<file path="src/sv/rrh_pkg.sv">
package rrh_pkg;

	localparam int MESSAGE_BYTES_D  = 32;
	localparam int BIN_COUNT_D      = 5;
	localparam int MILESTONE_BITS_D = 24;

	localparam logic [63:0] MSG_RESET_WORD = 64'h0001_0001_0001_0001;
	localparam int IN_WORDS = 4;

	typedef enum logic [2:0] {
		ST_IDLE,
		ST_READ,
		ST_WRITE,
		ST_START,
		ST_SCAN,
		ST_BIN,
		ST_DONE
	} rrh_state_t;

endpackage

</file>
<file path="src/sv/rrh_ifs.sv">
interface rrh_in_if;
	logic        valid;
	logic        ready;
	logic        cmd;
	logic [63:0] word0;
	logic [63:0] word1;
	logic [63:0] word2;
	logic [63:0] word3;

	modport source (output valid, cmd, word0, word1, word2, word3, input ready);
	modport sink (input valid, cmd, word0, word1, word2, word3, output ready);
endinterface

interface rrh_out_if;
	logic        valid;
	logic        ready;
	logic [4:0]  byte_run;
	logic [3:0]  pair_run;
	logic [2:0]  score_bin;
	logic [63:0] bin_total;
	logic        milestone;
	logic        wrapped;

	modport source (output valid, byte_run, pair_run, score_bin, bin_total, milestone,
		wrapped, input ready);
	modport sink (input valid, byte_run, pair_run, score_bin, bin_total, milestone,
		wrapped, output ready);
endinterface

</file>
<file path="src/sv/rrh_ram.sv">
module rrh_ram #(
	parameter int WIDTH = 64,
	parameter int DEPTH = 4,
	localparam int AW = (DEPTH > 1) ? $clog2(DEPTH) : 1
) (
	input  logic             clk,
	input  logic             we,
	input  logic [AW-1:0]    waddr,
	input  logic [WIDTH-1:0] wdata,
	input  logic             re,
	input  logic [AW-1:0]    raddr,
	output logic [WIDTH-1:0] rdata
);

	logic [WIDTH-1:0] mem_q [DEPTH];
	logic [WIDTH-1:0] rdata_q;

	always_ff @(posedge clk) begin
		if (we) begin
			mem_q[waddr] <= wdata;
		end
		if (re) begin
			rdata_q <= mem_q[raddr];
		end
	end

	assign rdata = rdata_q;

endmodule

</file>
<file path="src/sv/rrh_scan.sv">
module rrh_scan import rrh_pkg::*; #(
	parameter int MESSAGE_BYTES = MESSAGE_BYTES_D,
	localparam int MSG_WORDS = (MESSAGE_BYTES + 7) / 8,
	localparam int MW = MSG_WORDS * 64,
	localparam int CW = $clog2(MESSAGE_BYTES + 1)
) (
	input  logic          clk,
	input  logic          arst_n,
	input  logic          start,
	input  logic [MW-1:0] msg,
	output logic          done,
	output logic [CW-1:0] byte_best,
	output logic [CW-1:0] pair_best
);

	localparam logic [CW-1:0] B_END  = CW'(MESSAGE_BYTES - 1);
	localparam logic [CW-1:0] P_END  = CW'(MESSAGE_BYTES - 2);
	localparam logic [CW-1:0] P_FULL = CW'(MESSAGE_BYTES - 3);

	logic [MW-1:0] bsr_q, psr_q;
	logic [CW-1:0] bi_q, pi_q;
	logic [CW-1:0] brun_q, bbest_q, prun_q, pbest_q;
	logic          busy_q, done_q;
	logic          b_act, p_act, b_eq, p_eq;

	assign b_act = busy_q && (bi_q < B_END);
	assign p_act = busy_q && (pi_q < P_END);
	assign b_eq  = bsr_q[7:0] == bsr_q[15:8];
	assign p_eq  = (pi_q < P_FULL) && (psr_q[7:0] == psr_q[23:16])
		&& (psr_q[15:8] == psr_q[31:24]);

	always_ff @(posedge clk) begin
		if (start) begin
			bsr_q <= msg;
			psr_q <= msg;
		end else begin
			if (b_act) begin
				bsr_q <= bsr_q >> 8;
			end
			if (p_act) begin
				psr_q <= p_eq ? (psr_q >> 16) : (psr_q >> 8);
			end
		end
	end

	always_ff @(posedge clk or negedge arst_n) begin
		if (!arst_n) begin
			busy_q  <= 1'b0;
			done_q  <= 1'b0;
			bi_q    <= '0;
			pi_q    <= '0;
			brun_q  <= '0;
			bbest_q <= '0;
			prun_q  <= '0;
			pbest_q <= '0;
		end else begin
			done_q <= 1'b0;
			if (start) begin
				busy_q  <= 1'b1;
				bi_q    <= '0;
				pi_q    <= '0;
				brun_q  <= '0;
				bbest_q <= '0;
				prun_q  <= '0;
				pbest_q <= '0;
			end else if (busy_q) begin
				if (b_act) begin
					bi_q <= bi_q + 1'b1;
					if (b_eq) begin
						brun_q <= brun_q + 1'b1;
						if (brun_q + 1'b1 > bbest_q) begin
							bbest_q <= brun_q + 1'b1;
						end
					end else begin
						brun_q <= '0;
					end
				end
				if (p_act) begin
					if (p_eq) begin
						pi_q   <= pi_q + CW'(2);
						prun_q <= prun_q + 1'b1;
						if (prun_q + 1'b1 > pbest_q) begin
							pbest_q <= prun_q + 1'b1;
						end
					end else begin
						pi_q   <= pi_q + 1'b1;
						prun_q <= '0;
					end
				end
				if (!b_act && !p_act) begin
					busy_q <= 1'b0;
					done_q <= 1'b1;
				end
			end
		end
	end

	assign done      = done_q;
	assign byte_best = bbest_q;
	assign pair_best = pbest_q;

endmodule

</file>
<file path="src/sv/repeat_run_histogram_top.sv">
// Repeat-run histogram.
// in_ch (valid/ready): one beat carries cmd and word0..word3. cmd 0 adds one
// to the stored message, cmd 1 loads the words. The message is then scored:
// longest chain of equal adjacent bytes and longest chain of repeated byte
// pairs in a stride scan. The larger score, capped at the last bin, selects
// a 64-bit bin counter that is incremented.
// out_ch (valid/ready): one result beat per input beat, in order. An advance
// that wraps the message to zero returns wrapped = 1 with all other fields
// zero and touches no bin.
// The time from accept to result is set by the read-modify-write of the
// message memory, a read state then a write state per word, and the scan,
// which walks one byte position per cycle; a wrapping advance skips the
// scan. One item is in flight at a time; a new beat is taken the cycle after
// the previous result enters the output register.
// Reset: message words read as 0x0001000100010001 and bins as zero until
// first written; no clearing pass. A stalled receiver holds the result
// register, and the block holds the following item until it drains.
module repeat_run_histogram_top import rrh_pkg::*; #(
	parameter int MESSAGE_BYTES  = MESSAGE_BYTES_D,
	parameter int BIN_COUNT      = BIN_COUNT_D,
	parameter int MILESTONE_BITS = MILESTONE_BITS_D
) (
	input logic      clk,
	input logic      arst_n,
	rrh_in_if.sink   in_ch,
	rrh_out_if.source out_ch
);

	localparam int MSG_WORDS = (MESSAGE_BYTES + 7) / 8;
	localparam int MW  = MSG_WORDS * 64;
	localparam int WW  = (MSG_WORDS > 1) ? $clog2(MSG_WORDS) : 1;
	localparam int BW  = $clog2(BIN_COUNT);
	localparam int CW  = $clog2(MESSAGE_BYTES + 1);
	localparam int REM = MESSAGE_BYTES % 8;
	localparam logic [63:0] TOP_MASK = (REM == 0) ? '1 : ((64'd1 << (REM * 8)) - 64'd1);
	localparam logic [WW-1:0] W_LAST = WW'(MSG_WORDS - 1);

	rrh_state_t state_q, state_d;

	logic [IN_WORDS-1:0][63:0] in_word_q;
	logic                      cmd_q;
	logic [WW-1:0]             w_q;
	logic                      carry_q, zero_q, wrap_q;
	logic [MSG_WORDS-1:0][63:0] msg_q;
	logic [MSG_WORDS-1:0]      mvalid_q;
	logic [BIN_COUNT-1:0]      bvalid_q;
	logic [BW-1:0]             sel_q;
	logic [4:0]                byte_sat_q;
	logic [3:0]                pair_sat_q;
	logic [2:0]                score_q;
	logic [63:0]               total_q;

	logic                      out_valid_q;
	logic [4:0]                out_byte_q;
	logic [3:0]                out_pair_q;
	logic [2:0]                out_score_q;
	logic [63:0]               out_total_q;
	logic                      out_mile_q, out_wrap_q;

	logic        accept, out_free;
	logic [63:0] m_rdata, b_rdata;
	logic        m_re, m_we, b_re, b_we, scan_start, scan_done;
	logic [CW-1:0] byte_best, pair_best;
	logic [31:0] w32, b32, p32, m32, s32;
	logic [63:0] old_word, sum_word, raw_word, new_word, bin_old, bin_new;
	logic        carry_next, zero_next;

	assign out_free = !out_valid_q || out_ch.ready;
	assign accept   = in_ch.valid && in_ch.ready;

	// message word update
	assign w32      = 32'(w_q);
	assign old_word = mvalid_q[w_q] ? m_rdata
		: ((w_q == W_LAST) ? (MSG_RESET_WORD & TOP_MASK) : MSG_RESET_WORD);
	assign sum_word = old_word + {63'd0, carry_q};
	assign raw_word = cmd_q ? ((w32 < 32'(IN_WORDS)) ? in_word_q[w32[1:0]] : 64'd0)
		: sum_word;
	assign new_word   = (w_q == W_LAST) ? (raw_word & TOP_MASK) : raw_word;
	assign carry_next = carry_q && (sum_word == 64'd0);
	assign zero_next  = zero_q && (new_word == 64'd0);

	// bin choice
	assign b32 = 32'(byte_best);
	assign p32 = 32'(pair_best);
	assign m32 = (p32 > b32) ? p32 : b32;
	assign s32 = (m32 > 32'(BIN_COUNT - 1)) ? 32'(BIN_COUNT - 1) : m32;

	assign bin_old = bvalid_q[sel_q] ? b_rdata : 64'd0;
	assign bin_new = bin_old + 64'd1;

	always_ff @(posedge clk or negedge arst_n) begin
		if (!arst_n) begin
			state_q <= ST_IDLE;
		end else begin
			state_q <= state_d;
		end
	end

	always_comb begin
		state_d     = state_q;
		in_ch.ready = 1'b0;
		m_re        = 1'b0;
		m_we        = 1'b0;
		b_re        = 1'b0;
		b_we        = 1'b0;
		scan_start  = 1'b0;
		unique case (state_q)
			ST_IDLE: begin
				in_ch.ready = 1'b1;
				if (in_ch.valid) begin
					state_d = ST_READ;
				end
			end
			ST_READ: begin
				m_re    = 1'b1;
				state_d = ST_WRITE;
			end
			ST_WRITE: begin
				m_we = 1'b1;
				if (w_q == W_LAST) begin
					state_d = (!cmd_q && zero_next) ? ST_DONE : ST_START;
				end else begin
					state_d = ST_READ;
				end
			end
			ST_START: begin
				scan_start = 1'b1;
				state_d    = ST_SCAN;
			end
			ST_SCAN: begin
				if (scan_done) begin
					b_re    = 1'b1;
					state_d = ST_BIN;
				end
			end
			ST_BIN: begin
				b_we    = 1'b1;
				state_d = ST_DONE;
			end
			ST_DONE: begin
				if (out_free) begin
					state_d = ST_IDLE;
				end
			end
			default: state_d = ST_IDLE;
		endcase
	end

	always_ff @(posedge clk or negedge arst_n) begin
		if (!arst_n) begin
			mvalid_q    <= '0;
			bvalid_q    <= '0;
			out_valid_q <= 1'b0;
		end else begin
			if (m_we) begin
				mvalid_q[w_q] <= 1'b1;
			end
			if (b_we) begin
				bvalid_q[sel_q] <= 1'b1;
			end
			if (state_q == ST_DONE && out_free) begin
				out_valid_q <= 1'b1;
			end else if (out_ch.ready) begin
				out_valid_q <= 1'b0;
			end
		end
	end

	always_ff @(posedge clk) begin
		if (accept) begin
			cmd_q        <= in_ch.cmd;
			in_word_q[0] <= in_ch.word0;
			in_word_q[1] <= in_ch.word1;
			in_word_q[2] <= in_ch.word2;
			in_word_q[3] <= in_ch.word3;
			w_q          <= '0;
			carry_q      <= 1'b1;
			zero_q       <= 1'b1;
			wrap_q       <= 1'b0;
		end
		if (m_we) begin
			msg_q[w_q] <= new_word;
			carry_q    <= carry_next;
			zero_q     <= zero_next;
			w_q        <= w_q + 1'b1;
			wrap_q     <= (w_q == W_LAST) && !cmd_q && zero_next;
		end
		if (b_re) begin
			sel_q      <= s32[BW-1:0];
			score_q    <= s32[2:0];
			byte_sat_q <= (b32 > 32'd31) ? 5'd31 : b32[4:0];
			pair_sat_q <= (p32 > 32'd15) ? 4'd15 : p32[3:0];
		end
		if (b_we) begin
			total_q <= bin_new;
		end
		if (state_q == ST_DONE && out_free) begin
			out_wrap_q  <= wrap_q;
			out_byte_q  <= wrap_q ? 5'd0 : byte_sat_q;
			out_pair_q  <= wrap_q ? 4'd0 : pair_sat_q;
			out_score_q <= wrap_q ? 3'd0 : score_q;
			out_total_q <= wrap_q ? 64'd0 : total_q;
			out_mile_q  <= !wrap_q && (total_q[MILESTONE_BITS-1:0] == '0);
		end
	end

	rrh_ram #(
		.WIDTH (64),
		.DEPTH (MSG_WORDS)
	) u_msg_ram (
		.clk   (clk),
		.we    (m_we),
		.waddr (w_q),
		.wdata (new_word),
		.re    (m_re),
		.raddr (w_q),
		.rdata (m_rdata)
	);

	rrh_ram #(
		.WIDTH (64),
		.DEPTH (BIN_COUNT)
	) u_bin_ram (
		.clk   (clk),
		.we    (b_we),
		.waddr (sel_q),
		.wdata (bin_new),
		.re    (b_re),
		.raddr (s32[BW-1:0]),
		.rdata (b_rdata)
	);

	rrh_scan #(
		.MESSAGE_BYTES (MESSAGE_BYTES)
	) u_scan (
		.clk       (clk),
		.arst_n    (arst_n),
		.start     (scan_start),
		.msg       (MW'(msg_q)),
		.done      (scan_done),
		.byte_best (byte_best),
		.pair_best (pair_best)
	);

	assign out_ch.valid     = out_valid_q;
	assign out_ch.byte_run  = out_byte_q;
	assign out_ch.pair_run  = out_pair_q;
	assign out_ch.score_bin = out_score_q;
	assign out_ch.bin_total = out_total_q;
	assign out_ch.milestone = out_mile_q;
	assign out_ch.wrapped   = out_wrap_q;

endmodule
</file>
<file path="src/flat_wrapper.sv">
// flat-port wrapper written by rule: the top's interface ports become plain ports
module repeat_run_histogram_top_flat import rrh_pkg::*;
#(
	parameter int MESSAGE_BYTES  = MESSAGE_BYTES_D,
	parameter int BIN_COUNT      = BIN_COUNT_D,
	parameter int MILESTONE_BITS = MILESTONE_BITS_D
)
  (clk, arst_n, in_ch_valid, in_ch_cmd, in_ch_word0, in_ch_word1, in_ch_word2, in_ch_word3, in_ch_ready, out_ch_valid, out_ch_byte_run, out_ch_pair_run, out_ch_score_bin, out_ch_bin_total, out_ch_milestone, out_ch_wrapped, out_ch_ready);
  rrh_in_if in_ch_i ();
  rrh_out_if out_ch_i ();
  input logic clk;
  input logic arst_n;
  input wire logic [$bits(in_ch_i.valid)-1:0] in_ch_valid;
  input wire logic [$bits(in_ch_i.cmd)-1:0] in_ch_cmd;
  input wire logic [$bits(in_ch_i.word0)-1:0] in_ch_word0;
  input wire logic [$bits(in_ch_i.word1)-1:0] in_ch_word1;
  input wire logic [$bits(in_ch_i.word2)-1:0] in_ch_word2;
  input wire logic [$bits(in_ch_i.word3)-1:0] in_ch_word3;
  output wire logic [$bits(in_ch_i.ready)-1:0] in_ch_ready;
  output wire logic [$bits(out_ch_i.valid)-1:0] out_ch_valid;
  output wire logic [$bits(out_ch_i.byte_run)-1:0] out_ch_byte_run;
  output wire logic [$bits(out_ch_i.pair_run)-1:0] out_ch_pair_run;
  output wire logic [$bits(out_ch_i.score_bin)-1:0] out_ch_score_bin;
  output wire logic [$bits(out_ch_i.bin_total)-1:0] out_ch_bin_total;
  output wire logic [$bits(out_ch_i.milestone)-1:0] out_ch_milestone;
  output wire logic [$bits(out_ch_i.wrapped)-1:0] out_ch_wrapped;
  input wire logic [$bits(out_ch_i.ready)-1:0] out_ch_ready;
  assign in_ch_i.valid = in_ch_valid;
  assign in_ch_i.cmd = in_ch_cmd;
  assign in_ch_i.word0 = in_ch_word0;
  assign in_ch_i.word1 = in_ch_word1;
  assign in_ch_i.word2 = in_ch_word2;
  assign in_ch_i.word3 = in_ch_word3;
  assign in_ch_ready = in_ch_i.ready;
  assign out_ch_valid = out_ch_i.valid;
  assign out_ch_byte_run = out_ch_i.byte_run;
  assign out_ch_pair_run = out_ch_i.pair_run;
  assign out_ch_score_bin = out_ch_i.score_bin;
  assign out_ch_bin_total = out_ch_i.bin_total;
  assign out_ch_milestone = out_ch_i.milestone;
  assign out_ch_wrapped = out_ch_i.wrapped;
  assign out_ch_i.ready = out_ch_ready;
  repeat_run_histogram_top #(.MESSAGE_BYTES(MESSAGE_BYTES), .BIN_COUNT(BIN_COUNT), .MILESTONE_BITS(MILESTONE_BITS)) u_core (.clk(clk), .arst_n(arst_n), .in_ch(in_ch_i), .out_ch(out_ch_i));
endmodule
</file>
<file path="config.mk">
export PLATFORM = sky130hd
export DESIGN_NAME = repeat_run_histogram_top_flat
export DESIGN_NICKNAME = d
export VERILOG_FILES = /design/src/sv/rrh_pkg.sv /design/src/sv/rrh_ifs.sv /design/src/sv/rrh_ram.sv /design/src/sv/rrh_scan.sv /design/src/sv/repeat_run_histogram_top.sv /design/src/flat_wrapper.sv
export SDC_FILE = /design/constraint.sdc
export NUM_CORES = 2
export LEC_CHECK = 0
export ABC_AREA = 1
export BUFFER_PORTS_ARGS = -buffer_cell sky130_fd_sc_hd__buf_4
export CAP_MARGIN = 20
export CORE_UTILIZATION = 46
export DETAILED_ROUTE_END_ITERATION = 12
export GPL_TIMING_DRIVEN = 0
export HOLD_SLACK_MARGIN = 0.1
export SYNTH_ARGS = -nofsm -noshare
export SYNTH_HDL_FRONTEND = slang
export SYNTH_SLANG_ARGS = --single-unit
</file>
<file path="constraint.sdc">
create_clock -name clk -period 11.6 [get_ports clk]
set_input_delay 1.74 -clock clk [delete_from_list [all_inputs] [get_ports clk]]
set_output_delay 1.74 -clock clk [all_outputs]
set_load 0.01 [all_outputs]
</file>
Yosys cells after proc, flatten, opt, wreduce, memory -nomap -nowiden --
Memories as Yosys holds them, arrays and structs flattened. A register that Yosys moved wholly into a read port is not among the register bits. Index checks and enable logic that the tools add are counted.
Storage, ports and cells: register bits 1235, bits in writable memories 576, logic and storage cells 196, memories 2
Cells by class: $add $sub $neg 8, $lt $le $gt $ge 14, eq/ne operators 13, multiplexer cells 81, bitwise logic cells 2, reductions and logical operators 39
Memories:
- u_core.u_bin_ram.mem_q | depth 5, bits a word 64, rd ports 1, clocked after memory_dff 1, wr ports 1, line rrh_ram.sv:15 | logic [WIDTH-1:0] mem_q [DEPTH];
- u_core.u_msg_ram.mem_q | depth 4, bits a word 64, rd ports 1, clocked after memory_dff 1, wr ports 1, line rrh_ram.sv:15
Operators with widths (number):
- 2-to-1 mux 256 bit | 4
- 2-to-1 mux 64 bit | 6
- bitwise mux 256 bit | 1
- 2-to-1 mux 248 bit | 1
- 2-to-1 mux 6 bit | 26
- binary-select mux 64 bit (select 2 bit) | 1
- demux 64 bit (select 2 bit) | 1
- logical NOT 64 bit | 2
- adder 64 x 1 -> 64 bit | 1
- adder 64 x 1 -> 64 bit, second input constant | 1
- 2-to-1 mux 1 bit | 28
- adder 6 x 1 -> 6 bit, second input constant | 4
- equality test 8 bit | 3
- logical NOT 24 bit | 1
- case mux 3 bit (7 select lines) | 1
- greater-than comparator 6 bit | 3
- < comparator 6 x 5 -> 1 bit, second input constant | 3
- 2-to-1 mux 3 bit | 6
- nonzero test 2 bit | 9
- logical AND 1 bit | 15
- equality test 3 bit, second input constant | 3
- AND reduction 4 bit | 2
- adder 6 x 2 -> 6 bit, second input constant | 1
- equality test 3 x 2 -> 1 bit, second input constant | 2
- other kinds (24) | 32

Longest topological paths before layout --
word-level depth 11, gate-level depth with buffers 28

Modules after synthesis --
Synthesis repeated with hierarchy kept, for this count alone.
Second synthesis, totals: cell total of the unflattened synthesis 7740, area, all modules 82898.3 um^2
By module, submodules not included:
- repeat_run_histogram_top | times used 1, cells each 2844, area each 30354.1 um^2, seq. area each 20504.7 um^2
- rrh_scan | times used 1, cells each 2474, area each 24451.0 um^2, seq. area each 16325.7 um^2
- rrh_ram at u_core.u_bin_ram | times used 1, cells each 1348, area each 15409.8 um^2, seq. area each 11531.1 um^2
- rrh_ram at u_core.u_msg_ram | times used 1, cells each 1074, area each 12683.4 um^2, seq. area each 9609.2 um^2

Worst setup path before layout --
Ideal clock, no wire load.
path kind in2reg, start point input in_ch_valid, end point register u_core.cmd_q, enable pin, library setup time 0.879 ns, arrival time 12.380 ns, data required time 10.721 ns, slack -1.659 ns, cell stages on the path 2, path through inv_1 > nor2_1
On the way: word-level cells in the longest chain between the ends 1
Ends and longest elaborated chain:
- start: declaration | line flat_wrapper.sv:13 | input wire logic [$bits(in_ch_i.valid)-1:0] in_ch_valid;
- logical AND 1 bit | line repeat_run_histogram_top.sv:69 | assign accept = in_ch.valid && in_ch.ready;
- net u_core.accept | line repeat_run_histogram_top.sv:60 | logic accept, out_free;
- end signal: assignment | line repeat_run_histogram_top.sv:171 | cmd_q <= in_ch.cmd;
- end: declaration | line repeat_run_histogram_top.sv:41 | logic cmd_q;
The timed path passes the listed nets, and every way through them passes these cells. A chain may end at the register's enable or synchronous reset.

Final worst setup path --
start point register u_core.w_q[1], end point register u_core.state_q[2]
On the way: word-level cells in the longest chain between the ends 11, elaborated cells between the ends (all ways) 16, classes of those cells 1 x add/sub; 1 x order compare; 1 x eq/ne; 10 x mux; 3 x reduce/logical
Ends and longest elaborated chain:
- start: declaration | line repeat_run_histogram_top.sv:42 | logic [WW-1:0] w_q;
- start signal: assignment | line repeat_run_histogram_top.sv:185 | w_q <= w_q + 1'b1;
- binary-select mux 1 bit (select 2 bit) | line repeat_run_histogram_top.sv:73 | assign old_word = mvalid_q[w_q] ? m_rdata
- 2-to-1 mux 1 bit (implied by the code) | line repeat_run_histogram_top.sv:73
- 2-to-1 mux 64 bit | line repeat_run_histogram_top.sv:73
- adder 64 x 1 -> 64 bit | line repeat_run_histogram_top.sv:75 | assign sum_word = old_word + {63'd0, carry_q};
- 2-to-1 mux 64 bit | line repeat_run_histogram_top.sv:76 | assign raw_word = cmd_q ? ((w32 < 32'(IN_WORDS)) ? in_word_q[w32[1:0]] : 64'd0)
- logical NOT 64 bit | line repeat_run_histogram_top.sv:80 | assign zero_next = zero_q && (new_word == 64'd0);
- logical AND 1 bit | line repeat_run_histogram_top.sv:80
- logical AND 1 bit | line repeat_run_histogram_top.sv:121 | state_d = (!cmd_q && zero_next) ? ST_DONE : ST_START;
- 2-to-1 mux 3 bit | line repeat_run_histogram_top.sv:121
- 2-to-1 mux 3 bit * | line repeat_run_histogram_top.sv:120 | if (w_q == W_LAST) begin
- case mux 3 bit (7 select lines) * | line repeat_run_histogram_top.sv:107 | unique case (state_q)
- end signal: assignment | line repeat_run_histogram_top.sv:95 | state_q <= state_d;
- end: declaration | line repeat_run_histogram_top.sv:38 | rrh_state_t state_q, state_d;
Every way passes the cells marked *; elsewhere a longest branch is shown, timed or not. The select of a mux whose other input is x is not followed.

==> impl_metrics.env <==
export IMPL_status="complete, no violations"
export IMPL_vias=51400
export IMPL_start_util_pct=46.6
export IMPL_area_growth_pct=16.5
export IMPL_critPathArrivalTime_ps=6630
export IMPL_place_area_mm2=0.0783
export IMPL_p_int_mw=14.1
export IMPL_crit_required_ps=12350
export IMPL_fin_skew_ps=60.0
export IMPL_cts_buffer_depth=3
export IMPL_reg2reg_from="u_core.w_q[1]$_SDFFCE_PN0P_"
export IMPL_critPathCaptureType="flip-flop"
export IMPL_synth_edf_count=1632
export IMPL_ys_warn_count=0
export IMPL_synth_area_per_cell_um2=11.4
export IMPL_place_hpwl_um=189000
export IMPL_fin_crit_sh_pct=50.7
export IMPL_clkSinkCount=1683
export IMPL_max_cap_viol_count=0
export IMPL_fillers=13400
export IMPL_dieArea_mm2=0.158
export IMPL_cts_tree="yes"
export IMPL_place_ws_ps=5840
export IMPL_postLayoutCellArea_mm2=0.0840
export IMPL_setup_viol=0
export IMPL_hold_viol=0
export IMPL_post_cts_resized=0
export IMPL_path_clk_slew_ps=60
export IMPL_hp_start="u_core.bvalid_q[0]$_DFFE_PN0P_"
export IMPL_drive_gt1_share_pct=11.4
export IMPL_final_util_pct=54.2
export IMPL_drv_slew=0
export IMPL_drt_pass1_iter_count=6
export IMPL_htree_levels=4
export IMPL_ys_types=57
export IMPL_p_comb_share_pct=30.5
export IMPL_slew_headroom_pct=18.6
export IMPL_yosys_area_top_type="edfxtp_1"
export IMPL_synthArstFlopShare_pct=3.03
export IMPL_nets=7187
export IMPL_postCtsSetupRepairBufs=0
export IMPL_hold_class="flip-flop to flip-flop"
export IMPL_wl_per_cell_um=26.9
export IMPL_viasPerCell=5.65
export IMPL_synth_seq_cells=1683
export IMPL_antenna_found_initial=21
export IMPL_p_leak_nw=31.8
export IMPL_synth_area_leaders="edfxtp_1, nand2_1, nor2_1"
export IMPL_grt_pass1_wl_um=347000
export IMPL_fmax_ghz=0.170
export IMPL_tightest_slew_ps=1210
export IMPL_port_buffers=340
export IMPL_critPathKind="flip-flop to flip-flop"
export IMPL_synth_most_common_cell="edfxtp_1"
export IMPL_grt_use_total_pct=30.7
export IMPL_postCtsHoldBufs=0
export IMPL_crit_start="u_core.w_q[1]$_SDFFCE_PN0P_"
export IMPL_place_congestion=1.02
export IMPL_min_period_ps=5880
export IMPL_ios=341
export IMPL_wl_um=244000
export IMPL_synth_nets=6603
export IMPL_ys_seq_area_share_pct=69.8
export IMPL_critPathMaxFanout=10
export IMPL_powerDensity_mw_per_mm2=261
export IMPL_synth_cells=6310
export IMPL_cts_root_buffer="clkbuf_16"
export IMPL_synthFlopType="edfxtp_1"
export IMPL_grt_start_max_net_pins=122
export IMPL_netlist_top_cells_count="edfxtp_1, nand2_1, nor2_1"
export IMPL_rsz0062_at_grt="false"
export IMPL_die_width_um=398
export IMPL_p_sw_share_pct=35.8
export IMPL_power_switching_mw=7.85
export IMPL_cts_buffers=178
export IMPL_seq_power_share_pct=44.1
export IMPL_die_h_um=398
export IMPL_worst_slack_ps=5720
export IMPL_drt_iter0_markers=5289
export IMPL_synth_top_cell_area_share_pct=68.0
export IMPL_holdWs_ps=471
export IMPL_clkPwrFrac_pct=25.4
export IMPL_globalRouteOverflowTotal=0
export IMPL_ir_drop_uv=195
export IMPL_antenna_left=0
export IMPL_clk_latency_ps=840
export IMPL_synth_area_mm2=0.0721
export IMPL_drc=0
export IMPL_startpoint_type="flip-flop"
export IMPL_grt_pass1_vias=49900
export IMPL_setup_tns_final_ps=0
export IMPL_core_area_mm2=0.155
export IMPL_rows=144
## registers in the layout, indices dropped and copies added, names as in the netlist, 4 cells and up
register	cells
u_core.u_bin_ram.mem_q	320
u_core.in_word_q	256
u_core.u_scan.bsr_q	256
u_core.u_scan.psr_q	256
u_core.msg_q	253
u_core.out_ch.bin_total	64
u_core.total_q	64
u_core.u_bin_ram.rdata	64
u_core.u_msg_ram.rdata	64
u_core.u_scan.bi_q	6
u_core.u_scan.brun_q	6
u_core.u_scan.byte_best	6
u_core.u_scan.pair_best	6
u_core.u_scan.pi_q	6
u_core.u_scan.prun_q	6
u_core.bvalid_q	5
u_core.byte_sat_q	5
u_core.out_ch.byte_run	5
u_core.mvalid_q	4
u_core.out_ch.pair_run	4
u_core.pair_sat_q	4
## kinds of logic after synthesis
kind of cell,synth area share [%]
AOI/OAI and AO/OA,8.68
xor gates and xnor gates,0.997
adders and majority gates,0.556
buffers and inverters,4.94
DFF,69.8
muxes,0.0139
and+or+nand+nor,15.0
## area by class of cell
type	instances	area, um2	share of cell area [%]
diodes	11	27.5	0.0328
flip-flops and latches	1683	50300	59.9
clock buffers	223	4710	5.62
clock inverters	103	930	1.11
repair buffers	404	3560	4.24
well taps	2044	2560	3.05
multi-input cells	3708	18300	21.8
plain buffers	301	1240	1.48
inverters	618	2340	2.78
## power by group through the flow
stage / registers, mW / logic [mW] / clock network, mW
after floorplan: 9.82 / 3.92 / 0
after CTS: 9.65 / 6.69 / 5.64
after global routing: 9.77 / 7.26 / 5.85
after global placement: 10.2 / 6.40 / 0
final: 9.65 / 6.69 / 5.57
after detailed placement: 9.76 / 6.67 / 0
## final timing paths
kind                                                       end  slack [ps]  cells after the start
setup / recovery                 u_core.state_q[2]$_DFFE_PN0P_        5720                     25
hold / removal                  u_core.bvalid_q[0]$_DFFE_PN0P_         470                      1
setup reg to reg                 u_core.state_q[2]$_DFFE_PN0P_        5720                     25
hold reg to reg                 u_core.bvalid_q[0]$_DFFE_PN0P_         470                      1
max in group asynchronous       u_core.bvalid_q[2]$_DFFE_PN0P_       10110                      1
min in group asynchronous  u_core.u_scan.brun_q[1]$_DFFE_PN0P_         990                      1
## worst max-delay path: stages (launching register included)
cell and delay, ps:
edfxtp_1 540, inv_2 230, nand3_4 200, nand2_1 350
buf_2 430, or2_2 200, ha_1 360, ha_1 270
nand2_1 110, inv_1 90, nand4_2 170, nor2_4 260
nand2_1 190, nor2_1 550, nand3_1 140, nand2_1 120
nand3_1 70, o21ai_1 270, nand2_1 100, nor2_1 120
nand2_1 190, nor2_1 420, nand4_1 210, nand2_1 110
nand2_1 50, nand2_1 40
## routing by layer
layer | GRT usage (%) | routed length (um)
met4 | 10.6 | 8400
met5 | 0 | 79
met3 | 4.31 | 15900
met1 | 39.4 | 97100
met2 | 53.2 | 123000
## placed cells by master, fill, tap and decap left out, drive strengths merged, types with 4 or more instances in the layout
cell / instances
edfxtp: 1632
nand2: 1297
nor2: 906
inv: 620
clkbuf: 478
buf: 450
o21ai: 417
o221ai: 250
nand3: 213
o22ai: 119
clkinv: 83
a31oi: 65
xor2: 64
nand4: 63
nor3: 53
or2: 52
dfrtp: 51
o211ai: 45
ha: 32
o21bai: 25
nor4: 21
a21oi: 19
xnor2: 18
diode: 11
bufinv: 11
nand3b: 8
and2: 8
clkinvlp: 7
o2111ai: 4
o32ai: 4
## metrics by stage
| stage | instances | total power [mW] |
|---|---|---|
| floorplan | 6310 | 13.7 |
| global placement | 8694 | 16.6 |
| detailed placement | 8757 | 16.4 |
| CTS | 9083 | 22.0 |
| global route | 9089 | 22.9 |
| finish | 9095 | 21.9 |
No activity file was read; power rests on OpenSTA's default activity.
